<file path="config.mk">
export PLATFORM = sky130hd
export DESIGN_NAME = afpm_ctrl
export DESIGN_NICKNAME = d
export VERILOG_FILES = /design/src/rtl/afpm_pkg.sv /design/src/rtl/afpm_ctrl.sv
export SDC_FILE = /design/constraint.sdc
export NUM_CORES = 1
export LEC_CHECK = 0
export BUFFER_PORTS_ARGS = -buffer_cell sky130_fd_sc_hd__buf_4
export CAP_MARGIN = 10
export CORE_MARGIN = 5
export CORE_UTILIZATION = 35
export CTS_CLUSTER_DIAMETER = 150
export DETAILED_ROUTE_END_ITERATION = 16
export PLACE_DENSITY = 0.64
export RECOVER_POWER = 25
export SETUP_SLACK_MARGIN = 0.4
export SLEW_MARGIN = 20
export SYNTH_ARGS = -nofsm -noshare
export SYNTH_HDL_FRONTEND = slang
export SYNTH_SLANG_ARGS = --single-unit
</file>
<file path="constraint.sdc">
create_clock -name clk_i -period 2.9 [get_ports clk_i]
set_input_delay 0.145 -clock clk_i [delete_from_list [all_inputs] [get_ports clk_i]]
set_output_delay 0.145 -clock clk_i [all_outputs]
set_load 0.02 [all_outputs]
</file>
<file path="src/rtl/afpm_pkg.sv">
`timescale 1ns / 1ps
// ----------------------------------------------------------------------------
// afpm_pkg
// Shared types, constants and frame arithmetic helpers for the audio frame
// position map.
// ----------------------------------------------------------------------------
package afpm_pkg;

  // Field widths
  localparam int FRAME_W   = 48;
  localparam int LEN_W     = 40;
  localparam int COUNT_W   = 24;
  localparam int RATIO_W   = 32;
  localparam int BACKLOG_W = 32;
  localparam int EXT_W     = FRAME_W + 2;
  localparam int TOTAL_W   = LEN_W + 2;
  localparam int ENT_W     = 2 * FRAME_W + LEN_W + RATIO_W;

  // Defaults
  localparam int MAX_SEGMENTS_DEF    = 64;
  localparam int RATIO_FRAC_BITS_DEF = 16;
  localparam logic [BACKLOG_W-1:0] BACKLOG_RESET = 32'd441000;

  localparam logic signed [FRAME_W-1:0] FRAME_MAX = {1'b0, {(FRAME_W-1){1'b1}}};
  localparam logic signed [FRAME_W-1:0] FRAME_MIN = {1'b1, {(FRAME_W-1){1'b0}}};
  localparam logic [LEN_W-1:0] LEN_MAX = {LEN_W{1'b1}};

  typedef enum logic [1:0] {
    OP_INSERT = 2'd0,
    OP_SEARCH = 2'd1,
    OP_CLEAR  = 2'd2
  } op_e;

  typedef struct packed {
    logic [1:0]                operation;
    logic signed [FRAME_W-1:0] source_frame;
    logic [COUNT_W-1:0]        frame_count;
    logic signed [FRAME_W-1:0] dest_start;
    logic [RATIO_W-1:0]        ratio;
  } in_word_t;

  typedef struct packed {
    logic signed [FRAME_W-1:0] mapped_frame;
    logic                      table_empty;
  } out_word_t;

  typedef enum logic [4:0] {
    ST_IDLE,
    ST_I_RDL,
    ST_I_LAT,
    ST_I_END,
    ST_I_SCL,
    ST_I_SWAIT,
    ST_I_DEC,
    ST_I_FULL,
    ST_I_APP,
    ST_T_CHK,
    ST_T_ADD,
    ST_S_RDF,
    ST_S_LF,
    ST_S_LL,
    ST_S_END,
    ST_S_CMP,
    ST_S_XSCL,
    ST_S_XWAIT,
    ST_S_SCL,
    ST_S_SWAIT,
    ST_S_OUT,
    ST_S_SCR,
    ST_S_SCLAT,
    ST_S_SCE,
    ST_S_SCC,
    ST_S_GAP,
    ST_S_EMPTY
  } ctrl_state_e;

  typedef enum logic [1:0] {
    RD_FIRST,
    RD_LAST,
    RD_SCAN,
    RD_TRIM
  } rd_sel_e;

  typedef enum logic [1:0] {
    DIFF_LEN,
    DIFF_QF,
    DIFF_QE,
    DIFF_QS
  } diff_sel_e;

  typedef enum logic [1:0] {
    OUT_SUM,
    OUT_BASE,
    OUT_EMPTY
  } out_sel_e;

  typedef struct packed {
    logic      load_in;
    logic      clear_tbl;
    logic      rd_en;
    rd_sel_e   rd_sel;
    logic      lat_ent;
    logic      lat_first;
    logic      calc_end;
    logic      calc_diff;
    diff_sel_e diff_sel;
    logic      scl_start;
    logic      calc_base;
    logic      base_first;
    logic      base_ent;
    logic      wr_merge;
    logic      drop_old;
    logic      wr_app;
    logic      trim_add;
    logic      trim_fin;
    logic      scan_init;
    logic      scan_next;
    logic      out_load;
    out_sel_e  out_sel;
  } ctrl_cmd_t;

  typedef struct packed {
    logic count_zero;
    logic merge_ok;
    logic trim_more;
    logic q_lt_first;
    logic q_ge_end;
    logic q_in_ent;
    logic scan_last;
    logic scl_done;
    logic out_free;
  } dp_stat_t;

  // Sign-extend a frame to the working width
  function automatic logic signed [EXT_W-1:0] ext_frame(input logic signed [FRAME_W-1:0] f);
    ext_frame = {{(EXT_W-FRAME_W){f[FRAME_W-1]}}, f};
  endfunction

  // Clamp a working-width value to the frame range
  function automatic logic signed [FRAME_W-1:0] sat_frame(input logic signed [EXT_W-1:0] v);
    if ((&v[EXT_W-1:FRAME_W-1]) || !(|v[EXT_W-1:FRAME_W-1])) begin
      sat_frame = v[FRAME_W-1:0];
    end else if (v[EXT_W-1]) begin
      sat_frame = FRAME_MIN;
    end else begin
      sat_frame = FRAME_MAX;
    end
  endfunction

  function automatic logic signed [FRAME_W-1:0] sat_add(input logic signed [FRAME_W-1:0] a,
                                                        input logic signed [FRAME_W-1:0] b);
    sat_add = sat_frame(ext_frame(a) + ext_frame(b));
  endfunction

  function automatic logic signed [FRAME_W-1:0] sat_sub(input logic signed [FRAME_W-1:0] a,
                                                        input logic signed [FRAME_W-1:0] b);
    sat_sub = sat_frame(ext_frame(a) - ext_frame(b));
  endfunction

  function automatic logic signed [FRAME_W-1:0] sat_add_len(input logic signed [FRAME_W-1:0] a,
                                                            input logic [LEN_W-1:0] len);
    sat_add_len = sat_frame(ext_frame(a) + $signed({{(EXT_W-LEN_W){1'b0}}, len}));
  endfunction

endpackage

</file>
<file path="src/rtl/afpm_ctrl.sv">
`timescale 1ns / 1ps
// ----------------------------------------------------------------------------
// afpm_ctrl
// Sequencer for insert, trim, search and clear; issues datapath commands.
// ----------------------------------------------------------------------------
module afpm_ctrl (
  input  logic                clk_i,
  input  logic                rst_ni,
  input  logic                in_valid_i,
  input  logic [1:0]          op_i,
  output logic                in_stall_o,
  input  afpm_pkg::dp_stat_t  stat_i,
  output afpm_pkg::ctrl_cmd_t cmd_o
);

  afpm_pkg::ctrl_state_e state_q, state_d;

  // State register
  always_ff @(posedge clk_i or negedge rst_ni) begin
    if (!rst_ni) begin
      state_q <= afpm_pkg::ST_IDLE;
    end else begin
      state_q <= state_d;
    end
  end

  assign in_stall_o = (state_q != afpm_pkg::ST_IDLE);

  // Next state and commands
  always_comb begin
    state_d = state_q;
    cmd_o   = '0;
    unique case (state_q)
      afpm_pkg::ST_IDLE: begin
        if (in_valid_i) begin
          cmd_o.load_in = 1'b1;
          unique case (op_i)
            afpm_pkg::OP_INSERT:
              state_d = stat_i.count_zero ? afpm_pkg::ST_I_FULL : afpm_pkg::ST_I_RDL;
            afpm_pkg::OP_SEARCH:
              state_d = stat_i.count_zero ? afpm_pkg::ST_S_EMPTY : afpm_pkg::ST_S_RDF;
            afpm_pkg::OP_CLEAR:
              cmd_o.clear_tbl = 1'b1;
            default: ;
          endcase
        end
      end
      // Insert: fetch the newest segment and test for a merge
      afpm_pkg::ST_I_RDL: begin
        cmd_o.rd_en  = 1'b1;
        cmd_o.rd_sel = afpm_pkg::RD_LAST;
        state_d      = afpm_pkg::ST_I_LAT;
      end
      afpm_pkg::ST_I_LAT: begin
        cmd_o.lat_ent = 1'b1;
        state_d       = afpm_pkg::ST_I_END;
      end
      afpm_pkg::ST_I_END: begin
        cmd_o.calc_end  = 1'b1;
        cmd_o.calc_diff = 1'b1;
        cmd_o.diff_sel  = afpm_pkg::DIFF_LEN;
        state_d         = afpm_pkg::ST_I_SCL;
      end
      afpm_pkg::ST_I_SCL: begin
        cmd_o.scl_start = 1'b1;
        state_d         = afpm_pkg::ST_I_SWAIT;
      end
      afpm_pkg::ST_I_SWAIT: begin
        if (stat_i.scl_done) begin
          cmd_o.calc_base = 1'b1;
          state_d         = afpm_pkg::ST_I_DEC;
        end
      end
      afpm_pkg::ST_I_DEC: begin
        if (stat_i.merge_ok) begin
          cmd_o.wr_merge = 1'b1;
          state_d        = afpm_pkg::ST_T_CHK;
        end else begin
          state_d = afpm_pkg::ST_I_FULL;
        end
      end
      afpm_pkg::ST_I_FULL: begin
        cmd_o.drop_old = 1'b1;
        state_d        = afpm_pkg::ST_I_APP;
      end
      afpm_pkg::ST_I_APP: begin
        cmd_o.wr_app = 1'b1;
        state_d      = afpm_pkg::ST_T_CHK;
      end
      // Trim: walk from the newest segment until the backlog is covered
      afpm_pkg::ST_T_CHK: begin
        if (stat_i.trim_more) begin
          cmd_o.rd_en  = 1'b1;
          cmd_o.rd_sel = afpm_pkg::RD_TRIM;
          state_d      = afpm_pkg::ST_T_ADD;
        end else begin
          cmd_o.trim_fin = 1'b1;
          state_d        = afpm_pkg::ST_IDLE;
        end
      end
      afpm_pkg::ST_T_ADD: begin
        cmd_o.trim_add = 1'b1;
        state_d        = afpm_pkg::ST_T_CHK;
      end
      // Search: fetch first and last segments
      afpm_pkg::ST_S_RDF: begin
        cmd_o.rd_en  = 1'b1;
        cmd_o.rd_sel = afpm_pkg::RD_FIRST;
        state_d      = afpm_pkg::ST_S_LF;
      end
      afpm_pkg::ST_S_LF: begin
        cmd_o.lat_ent = 1'b1;
        cmd_o.rd_en   = 1'b1;
        cmd_o.rd_sel  = afpm_pkg::RD_LAST;
        state_d       = afpm_pkg::ST_S_LL;
      end
      afpm_pkg::ST_S_LL: begin
        cmd_o.lat_first = 1'b1;
        cmd_o.lat_ent   = 1'b1;
        state_d         = afpm_pkg::ST_S_END;
      end
      afpm_pkg::ST_S_END: begin
        cmd_o.calc_end = 1'b1;
        state_d        = afpm_pkg::ST_S_CMP;
      end
      afpm_pkg::ST_S_CMP: begin
        if (stat_i.q_lt_first) begin
          cmd_o.calc_diff  = 1'b1;
          cmd_o.diff_sel   = afpm_pkg::DIFF_QF;
          cmd_o.base_first = 1'b1;
          state_d          = afpm_pkg::ST_S_SCL;
        end else if (stat_i.q_ge_end) begin
          cmd_o.calc_diff = 1'b1;
          cmd_o.diff_sel  = afpm_pkg::DIFF_LEN;
          state_d         = afpm_pkg::ST_S_XSCL;
        end else begin
          cmd_o.scan_init = 1'b1;
          state_d         = afpm_pkg::ST_S_SCR;
        end
      end
      // Past the end: scale the last segment's length first
      afpm_pkg::ST_S_XSCL: begin
        cmd_o.scl_start = 1'b1;
        state_d         = afpm_pkg::ST_S_XWAIT;
      end
      afpm_pkg::ST_S_XWAIT: begin
        if (stat_i.scl_done) begin
          cmd_o.calc_base = 1'b1;
          cmd_o.calc_diff = 1'b1;
          cmd_o.diff_sel  = afpm_pkg::DIFF_QE;
          state_d         = afpm_pkg::ST_S_SCL;
        end
      end
      afpm_pkg::ST_S_SCL: begin
        cmd_o.scl_start = 1'b1;
        state_d         = afpm_pkg::ST_S_SWAIT;
      end
      afpm_pkg::ST_S_SWAIT: begin
        if (stat_i.scl_done) begin
          state_d = afpm_pkg::ST_S_OUT;
        end
      end
      afpm_pkg::ST_S_OUT: begin
        if (stat_i.out_free) begin
          cmd_o.out_load = 1'b1;
          cmd_o.out_sel  = afpm_pkg::OUT_SUM;
          state_d        = afpm_pkg::ST_IDLE;
        end
      end
      // Inside the span: walk segments oldest first
      afpm_pkg::ST_S_SCR: begin
        cmd_o.rd_en  = 1'b1;
        cmd_o.rd_sel = afpm_pkg::RD_SCAN;
        state_d      = afpm_pkg::ST_S_SCLAT;
      end
      afpm_pkg::ST_S_SCLAT: begin
        cmd_o.lat_ent = 1'b1;
        state_d       = afpm_pkg::ST_S_SCE;
      end
      afpm_pkg::ST_S_SCE: begin
        cmd_o.calc_end = 1'b1;
        state_d        = afpm_pkg::ST_S_SCC;
      end
      afpm_pkg::ST_S_SCC: begin
        if (stat_i.q_in_ent) begin
          cmd_o.calc_diff = 1'b1;
          cmd_o.diff_sel  = afpm_pkg::DIFF_QS;
          cmd_o.base_ent  = 1'b1;
          state_d         = afpm_pkg::ST_S_SCL;
        end else if (stat_i.scan_last) begin
          cmd_o.base_first = 1'b1;
          state_d          = afpm_pkg::ST_S_GAP;
        end else begin
          cmd_o.scan_next = 1'b1;
          state_d         = afpm_pkg::ST_S_SCR;
        end
      end
      afpm_pkg::ST_S_GAP: begin
        if (stat_i.out_free) begin
          cmd_o.out_load = 1'b1;
          cmd_o.out_sel  = afpm_pkg::OUT_BASE;
          state_d        = afpm_pkg::ST_IDLE;
        end
      end
      afpm_pkg::ST_S_EMPTY: begin
        if (stat_i.out_free) begin
          cmd_o.out_load = 1'b1;
          cmd_o.out_sel  = afpm_pkg::OUT_EMPTY;
          state_d        = afpm_pkg::ST_IDLE;
        end
      end
      default: state_d = afpm_pkg::ST_IDLE;
    endcase
  end

endmodule

</file>
# ---- Word level (Yosys, flattened, before mapping)
# Cells that the tools add are included.
dict set report totals {
  ff_bits 5
  in_bits 14
  output_inout_bits 26
  elab_cells 100
}
dict set report classes {
  n_eq_ne 34
  mux 54
  n_reduce_logical 11
}
# operator n
set ops {}
lappend ops {{case mux 5 bit (24 select lines)} 1}
lappend ops {{equality test 5 bit, second input constant} 11}
lappend ops {{equality test 5 x 4 -> 1 bit, second input constant} 8}
lappend ops {{two-way mux 5 bit} 8}
lappend ops {{two-way mux 3 bit} 10}
lappend ops {{two-way mux 1 bit} 25}
lappend ops {{case mux 3 bit (4 select lines)} 2}
lappend ops {{equality test 5 x 3 -> 1 bit, second input constant} 4}
lappend ops {{two-way mux 4 bit} 3}
lappend ops {{equality test 5 x 2 -> 1 bit, second input constant} 2}
lappend ops {{case mux 5 bit (2 select lines)} 1}
lappend ops {{case mux 3 bit (3 select lines)} 1}
lappend ops {{OR reduction 3 bit} 3}
lappend ops {{inequality test 2 bit, second input constant} 4}
lappend ops {{AND reduction 6 bit} 1}
lappend ops {{OR reduction 2 bit} 3}
lappend ops {{equality test 5 x 1 -> 1 bit, second input constant} 1}
lappend ops {{zero test 5 bit} 1}
lappend ops {{nonzero test 5 bit} 1}
lappend ops {{two-way mux 2 bit} 2}
lappend ops {{OR reduction 4 bit} 1}
lappend ops {{inequality test 3 x 1 -> 1 bit, second input constant} 1}
lappend ops {{equality test 2 x 1 -> 1 bit, second input constant} 1}
lappend ops {{equality test 2 bit, second input constant} 1}
lappend ops {{3 further kinds} 3}

# ---- Logic depth before layout (Yosys ltp)
# Gate-level depths: netlist (run 1).
dict set report logic_depth {
  ltp_word 4
  depth_mapped 7
  ltp_nobuf 5
}

# ---- Worst setup path after synthesis (run 1)
# Ideal clock, no wire load.
dict set report synth_path {
  path_type {register to output}
  start {register state_q[1]}
  end {output port cmd_o[9] in the netlist's numbering}
  t_arrival_ns 1.751
  required_ns 2.755
  path_slack_ns 1.004
  path_stages_with_launch 6
  n_path_buf 3
  cell_sequence {dfrtp_1 > clkbuf_1 > clkbuf_1 > clkbuf_1 > nand2b_1 > nor3_1}
}
# element line
set synth_rtl {}
lappend synth_rtl {{from (decl)} afpm_ctrl.sv:16} ;# afpm_pkg::ctrl_state_e state_q, state_d;
lappend synth_rtl {{from (signal assigned)} afpm_ctrl.sv:21} ;# state_q <= afpm_pkg::ST_IDLE;
lappend synth_rtl {{from (signal assigned)} afpm_ctrl.sv:23} ;# state_q <= state_d;
lappend synth_rtl {{to (decl)} afpm_ctrl.sv:13} ;# output afpm_pkg::ctrl_cmd_t cmd_o

==> results of run 1 <==
## final timing paths
check / cells after the start / slack (ns) / startpoint / end
max reg2reg: 6 / 0.58 / state_q[1] / state_q[1]
max: 6 / 0.55 / state_q[1] / cmd_o[4]
max in group asynchronous: 2 / 2.38 / rst_ni / state_q[3]
min: 2 / 0.29 / rst_ni / state_q[1]
min in group clk_i: 4 / 0.32 / stat_i[8] / state_q[0]
min reg2reg: 2 / 0.76 / state_q[2] / state_q[2]
## what timing repair did
item | CTS | global route
hold endpoints to repair | 5 | 0
setup endpoints to repair | 0 | 1
resized for setup | 0 | 1
buffers inserted | 0 | 0
hold buffers | 1 | 0
## report_power, final
| group | leakage, nW | internal [mW] | switching [mW] |
|---|---|---|---|
| combinational | 0.460 | 0.397 | 0.535 |
| clock | 0.0150 | 0.0520 | 0.0282 |
| sequential | 0.0611 | 0.105 | 0.157 |
| total | 0.536 | 0.554 | 0.720 |
## critical path, cell delays in order, from the launching register on
cell	delay, ns
dfrtp_1	0.71
clkbuf_1	0.41
nand2_1	0.17
nor2_1	0.18
nand3_1	0.15
nor3_1	0.18
buf_4	0.17
## metrics by stage
stage                     cell area [sq um]  total power [mW]  utilization, %  std cells
after floorplan                       945.9            0.9227               -        148
after global placement                 1246             1.195           49.40        208
after detailed placement               1246             1.198           49.40        208
after CTS                              1282             1.284           50.84        213
after global routing                   1265             1.409           50.15        213
final                                  1265             1.274           50.15        213
## synth_stat cells (all sizes together), types with 2 or more instances
cell    instances
or2             2
a221oi          2
o22ai           2
a211oi          3
dfrtp           5
nor3           10
a21oi           8
mux2            2
o22a            2
o21ai          13
clkbuf          6
buf             7
a31oi           3
nand2b          8
nand3           7
nand2          19
nand4           2
inv             5
and3b           3
nor2           14
nor2b           9
nor4bb          3
nor3b           2
## metal layers
metal / up-vias / part of all wire [%] / wire length (microns)
met5: - / 0 / 0
met3: 2 / 6.2 / 195
met1: 542 / 46 / 1452
li1: 609 / - / -
met2: 46 / 47 / 1484
met4: 0 / 0.48 / 15
## cell type report
class,count,area share (%)
multi-input combinational,125,58.65
timing repair buffer,44,24.83
sequential,5,9.990
tap,30,2.967
clock buffer,4,2.077
inverter,5,1.484
## cell families (layout without fill, tap and decap cells)
kind of cell	after synthesis	in the layout	share of synthesized area, %
compound gates	40	40	28.31
xor+xnor	1	1	0.9261
buf+inv	18	53	8.332
flops	5	5	13.23
mux	2	2	2.381
simple gates	82	82	46.82
==> qor.csv, run 1 <==
stage;metric;value;unit
placement;hpwl dp;2472;microns
drt;Vias;1199;
clocking;TritonCTS clock tree;built;
global_routing;M2 GR Usage;27.07;%
layout;Biggest register;state_q;
synthesis;Synth area leaders;dfrtp_1 13%, nand2_1 7.5%, nor2b_1 6.0%, nor2_1 5.6%, nor3_1 5.3%;
drt;remaining antenna violation count;0;
layout;number of diodes;0;
die;row count;18;
die;io pins;40;
global_routing;Overflow after GRT;0;
synthesis;post-synthesis cell type with the largest combined area;dfrtp_1;
power;cell area power density;1007;nW/um^2
global_routing;GRT Overall Usage;17.65;%
sta;final count of hold timing violations;0;
layout;layout cells sized above 1;26.78;%
layout;Reg area;126.4;sq um
placement;# port buffers;39;
drt;DRC viols;0;
power;Lkg Pwr;0.5363;nW
clocking;clock-pin slew on the worst setup and hold paths;0.05;ns
layout;commonest non-fill, non-tap cell in the layout;buf_4;
synthesis;async set or reset register ratio after synthesis;100.0;%
sta;RSZ-0062 raised after global routing;false;
drt;DRT Wirelength;3148;microns
global_routing;number of global-route vias before repair;1147;
synthesis;net count after synthesis;162;
synthesis;top-area cell type share of the netlist area;13.23;%
sta;Max Slew Vio Count;0;
synthesis;count of state elements after synthesis;5;
synthesis;Yosys warning count;0;
global_routing;grt met3 use;1.446;%
synthesis;Distinct cells, synth;42;
layout;Regs by FF count;state_q: 5 flops;
clocking;Root Buffer;clkbuf_4;
flow_run;Max Cap Violations;0;
clocking;cts bufs inserted;3;
sta;clock skew;0.005320;ns
drt;DRT Pass-1 Iters;4;
synthesis;Syn Inst Count;148;
setup_path;CP Data Arrival Time;2.20;ns
synthesis;post-synthesis sequential area ratio;13.23;%
sta;clock period minus worst slack;2.346;ns
placement;pre-CTS WS;0.7405;ns
global_routing;GR Util met1;26.36;%
layout;area of the multi-input gates;742.0;sq um
drt;Via density;5.629;
sta;Final period util;80.90;%
sta;Slew headroom;61.31;%
sta;Max Clock Freq;426.2;MHz
layout;area delta synth->final;33.73;%
setup_path;Startpoint Class;register;
setup_path;Worst Setup Path Type;register to output port;
synthesis;synthesized area;945.9;sq um
die;Die Y;61.99;microns
clocking;largest buffer count on any clock path;2;
status;outcome;finished clean;
drt;DR iter-0 viols;45;
setup_path;Setup crit end kind;output port;
die;die span in x;61.99;microns
global_routing;initial antenna violation count;0;
sta;Slew @ Worst Pin;0.5803;ns
sta;setup_tns;0;ns
sta;# setup viols final;0;
layout;nets;198;
synthesis;Main synth FF type;dfrtp_1;
synthesis;number of synthesized flops with an enable pin;0;
synthesis;Avg Cell Area, Syn;6.391;sq um
sta;Worst Slack Setup Final;0.5538;ns
layout;most frequent cells in the layout;38 x buf_4, 19 x nand2_1, 14 x nor2_1, 10 x nor3_1, 10 x o21ai_0;
global_routing;gr busiest metal;met2;
layout;number of flip-flops under the largest register name;5;
global_routing;largest net degree at the start of global routing;23;
layout;FILL cells;266;
sta;Final Hold Slack;0.2930;ns
global_routing;first-pass GRT wire length;5271;microns
clocking;htree depth;1;
die;core area;2522;sq um
clocking;Skew-Pair Late Insertion Delay;0.24;ns
hold_path;Min-Delay Path Class;input pin to asynchronous set/reset pin;
setup_path;Worst Path Required;2.76;ns
setup_path;CP Max Fanout;19;
die;initial core utilization;37.50;%
die;die area;3842;sq um
placement;routability cong.;0.8316;
clocking;clk sinks;5;
drt;Routed wire per std cell;14.78;microns
power;Max VDD drop;0.4888;mV
Power figures use the tool's default switching activity.
==> run 2, diff against run 1 <==
==> constraint.sdc (replaced) <==
create_clock -name clk_i -period 2.45 [get_ports clk_i]
set_input_delay 0.1225 -clock clk_i [delete_from_list [all_inputs] [get_ports clk_i]]
set_output_delay 0.1225 -clock clk_i [all_outputs]
set_load 0.02 [all_outputs]
==> qor.csv, run 2 (synthesis results as in run 1) <==
stage;metric;value;unit;change
layout;layout cells sized above 1;32.62;%;was 26.78%
setup_path;CP Max Fanout;14;;was 19
setup_path;CP Data Arrival Time;1.94;ns;was 2.20 ns
die;initial core utilization;37.50;%;unchanged
die;die area;3842;sq um;unchanged
drt;Routed wire per std cell;14.87;microns;was 14.78 microns
die;Die Y;61.99;microns;unchanged
power;cell-internal power;0.7357;mW;was 0.5542 mW
clocking;TritonCTS clock tree;built;;unchanged
clocking;htree depth;1;;unchanged
sta;Final period util;84.03;%;
drt;Vias;1215;;was 1199
drt;DRC viols;0;;unchanged
global_routing;first-pass GRT wire length;5133;microns;was 5271 microns
clocking;clk sinks;5;;unchanged
clocking;clock-pin slew on the worst setup and hold paths;0.04;ns;was 0.05 ns
status;outcome;finished clean;;unchanged
layout;number of flip-flops under the largest register name;5;;unchanged
hold_path;Min-Delay Path Class;input pin to asynchronous set/reset pin;;unchanged
power;P_sw;0.8951;mW;was 0.7199 mW
sta;final count of hold timing violations;0;;unchanged
setup_path;Startpoint Class;register;;unchanged
global_routing;GRT Overall Usage;17.46;%;was 17.65%
clocking;Skew-Pair Late Insertion Delay;0.25;ns;was 0.24 ns
setup_path;Worst Setup Path Type;register to output port;;unchanged
layout;final instance area;1341;sq um;was 1265 sq um
power;total power;1.631;mW;was 1.274 mW
global_routing;number of global-route vias before repair;1172;;was 1147
sta;Slew headroom;70.92;%;was 61.31%
die;core area;2522;sq um;unchanged
layout;Regs by FF count;state_q: 5 flops;;unchanged
drt;remaining antenna violation count;0;;unchanged
global_routing;Overflow after GRT;0;;unchanged
sta;clock period minus worst slack;2.059;ns;
power;cell area power density;1216;nW/um^2;was 1007 nW/um^2
clocking;largest buffer count on any clock path;2;;unchanged
layout;Biggest register;state_q;;unchanged
layout;FILL cells;256;;was 266
sta;Max Slew Vio Count;0;;unchanged
placement;# port buffers;39;;unchanged
layout;area of the multi-input gates;773.2;sq um;was 742.0 sq um
setup_path;Setup crit end kind;output port;;unchanged
sta;Slew @ Worst Pin;0.4304;ns;was 0.5803 ns
sta;Max Clock Freq;485.7;MHz;
placement;Placed Area;1276;sq um;was 1246 sq um
setup_path;Worst Path Required;2.33;ns;was 2.76 ns
clocking;cts bufs inserted;3;;unchanged
power;Max VDD drop;0.6140;mV;was 0.4888 mV
drt;DR iter-0 viols;37;;was 45
sta;# setup viols final;0;;unchanged
power;Logic pwr share;77.5;%;was 73.2%
global_routing;initial antenna violation count;0;;unchanged
drt;Via density;5.599;;was 5.629
power;Lkg Pwr;0.5713;nW;was 0.5363 nW
power;clock share of power;6.0;%;was 6.3%
layout;commonest non-fill, non-tap cell in the layout;buf_4;;unchanged
clocking;Root Buffer;clkbuf_4;;unchanged
placement;hpwl dp;2458;microns;was 2472 microns
power;switching share of power;54.89;%;was 56.50%
placement;routability cong.;0.8642;;was 0.8316
layout;area delta synth->final;41.80;%;was 33.73%
sta;setup_tns;0;ns;unchanged
sta;clock skew;0.0006017;ns;was 0.005320 ns
die;row count;18;;unchanged
die;io pins;40;;unchanged
layout;number of diodes;0;;unchanged
layout;most frequent cells in the layout;45 x buf_4, 19 x nand2_1, 14 x nor2_1, 10 x o21ai_0, 9 x nor3_1;;was 38 x buf_4, 19 x nand2_1, 14 x nor2_1, 10 x nor3_1, 10 x o21ai_0
global_routing;largest net degree at the start of global routing;24;;was 23
layout;Reg area;130.1;sq um;was 126.4 sq um
power;Seq pwr share;16.5;%;was 20.5%
drt;DRT Wirelength;3227;microns;was 3148 microns
layout;nets;202;;was 198
sta;RSZ-0062 raised after global routing;true;;was false
flow_run;Max Cap Violations;0;;unchanged
drt;DRT Pass-1 Iters;4;;unchanged
die;die span in x;61.99;microns;unchanged
run 2: changes by cell type in the layout (fill, tap and decap cells not counted), sizes merged:
cell | previous run | this run
clkbuf | 9 | 6
buf | 38 | 45
run 2: layout make-up:
type,instances,area share (%)
multi-input combinational,125,57.65
inverter,5,1.399
clock buffer,4,1.959
sequential,5,9.701
tap,30,2.798
timing repair buffer,48,26.49
run 2: path summary, 6_finish.rpt:
kind,startpoint,to,slack (ns),cells after the start
max,state_q[3],cmd_o[16],0.39,5
min,rst_ni,state_q[0],0.25,2
max reg2reg,state_q[3],state_q[1],0.43,5
min reg2reg,state_q[2],state_q[2],0.68,2
max in group asynchronous,rst_ni,state_q[1],1.96,2
min in group clk_i,stat_i[6],state_q[3],0.31,4
run 2: layer usage:
layer	up-vias	wire, microns	track usage, %
met4	0	10	4.545
met1	561	1485	22.58
met2	40	1525	28.99
li1	611	-	-
met5	-	0	0
met3	3	205	4.132
run 2: metrics by stage:
stage                     worst slack [ns]  hold WS, ns  std cells  utilization (%)
after detailed placement            0.3739     -0.07258        212            50.60
after CTS                           0.4516       0.2078        217            52.43
final                               0.3912       0.2528        217            53.17
after global routing                0.2450       0.2777        217            53.17
after global placement              0.4220     -0.07420        212            50.60
after floorplan                     0.5737      -0.1731        148                -
run 2: worst max-delay path, cell delays in order (launching register included):
cell and delay, ns:
dfrtp_1 0.59, nor4bb_2 0.45, and3b_4 0.27, a41o_1 0.13, nand2b_1 0.11, buf_4 0.14
run 2: repair_timing:
action,CTS,global route
endpoints found under the setup margin,8,7
buffers inserted,0,0
resized for setup,4,5
hold buffers,1,0
endpoints found under the hold margin,5,0
gates cloned,0,0
run 2: power by group through the flow:
stage               Sequential (mW)  Clock [mW]  Combinational [mW]
floorplan                     0.145           0               0.947
global placement              0.250           0                1.22
detailed placement            0.250           0                1.21
CTS                           0.256       0.101                1.22
global route                  0.278       0.104                1.38
finish                        0.269      0.0979                1.26
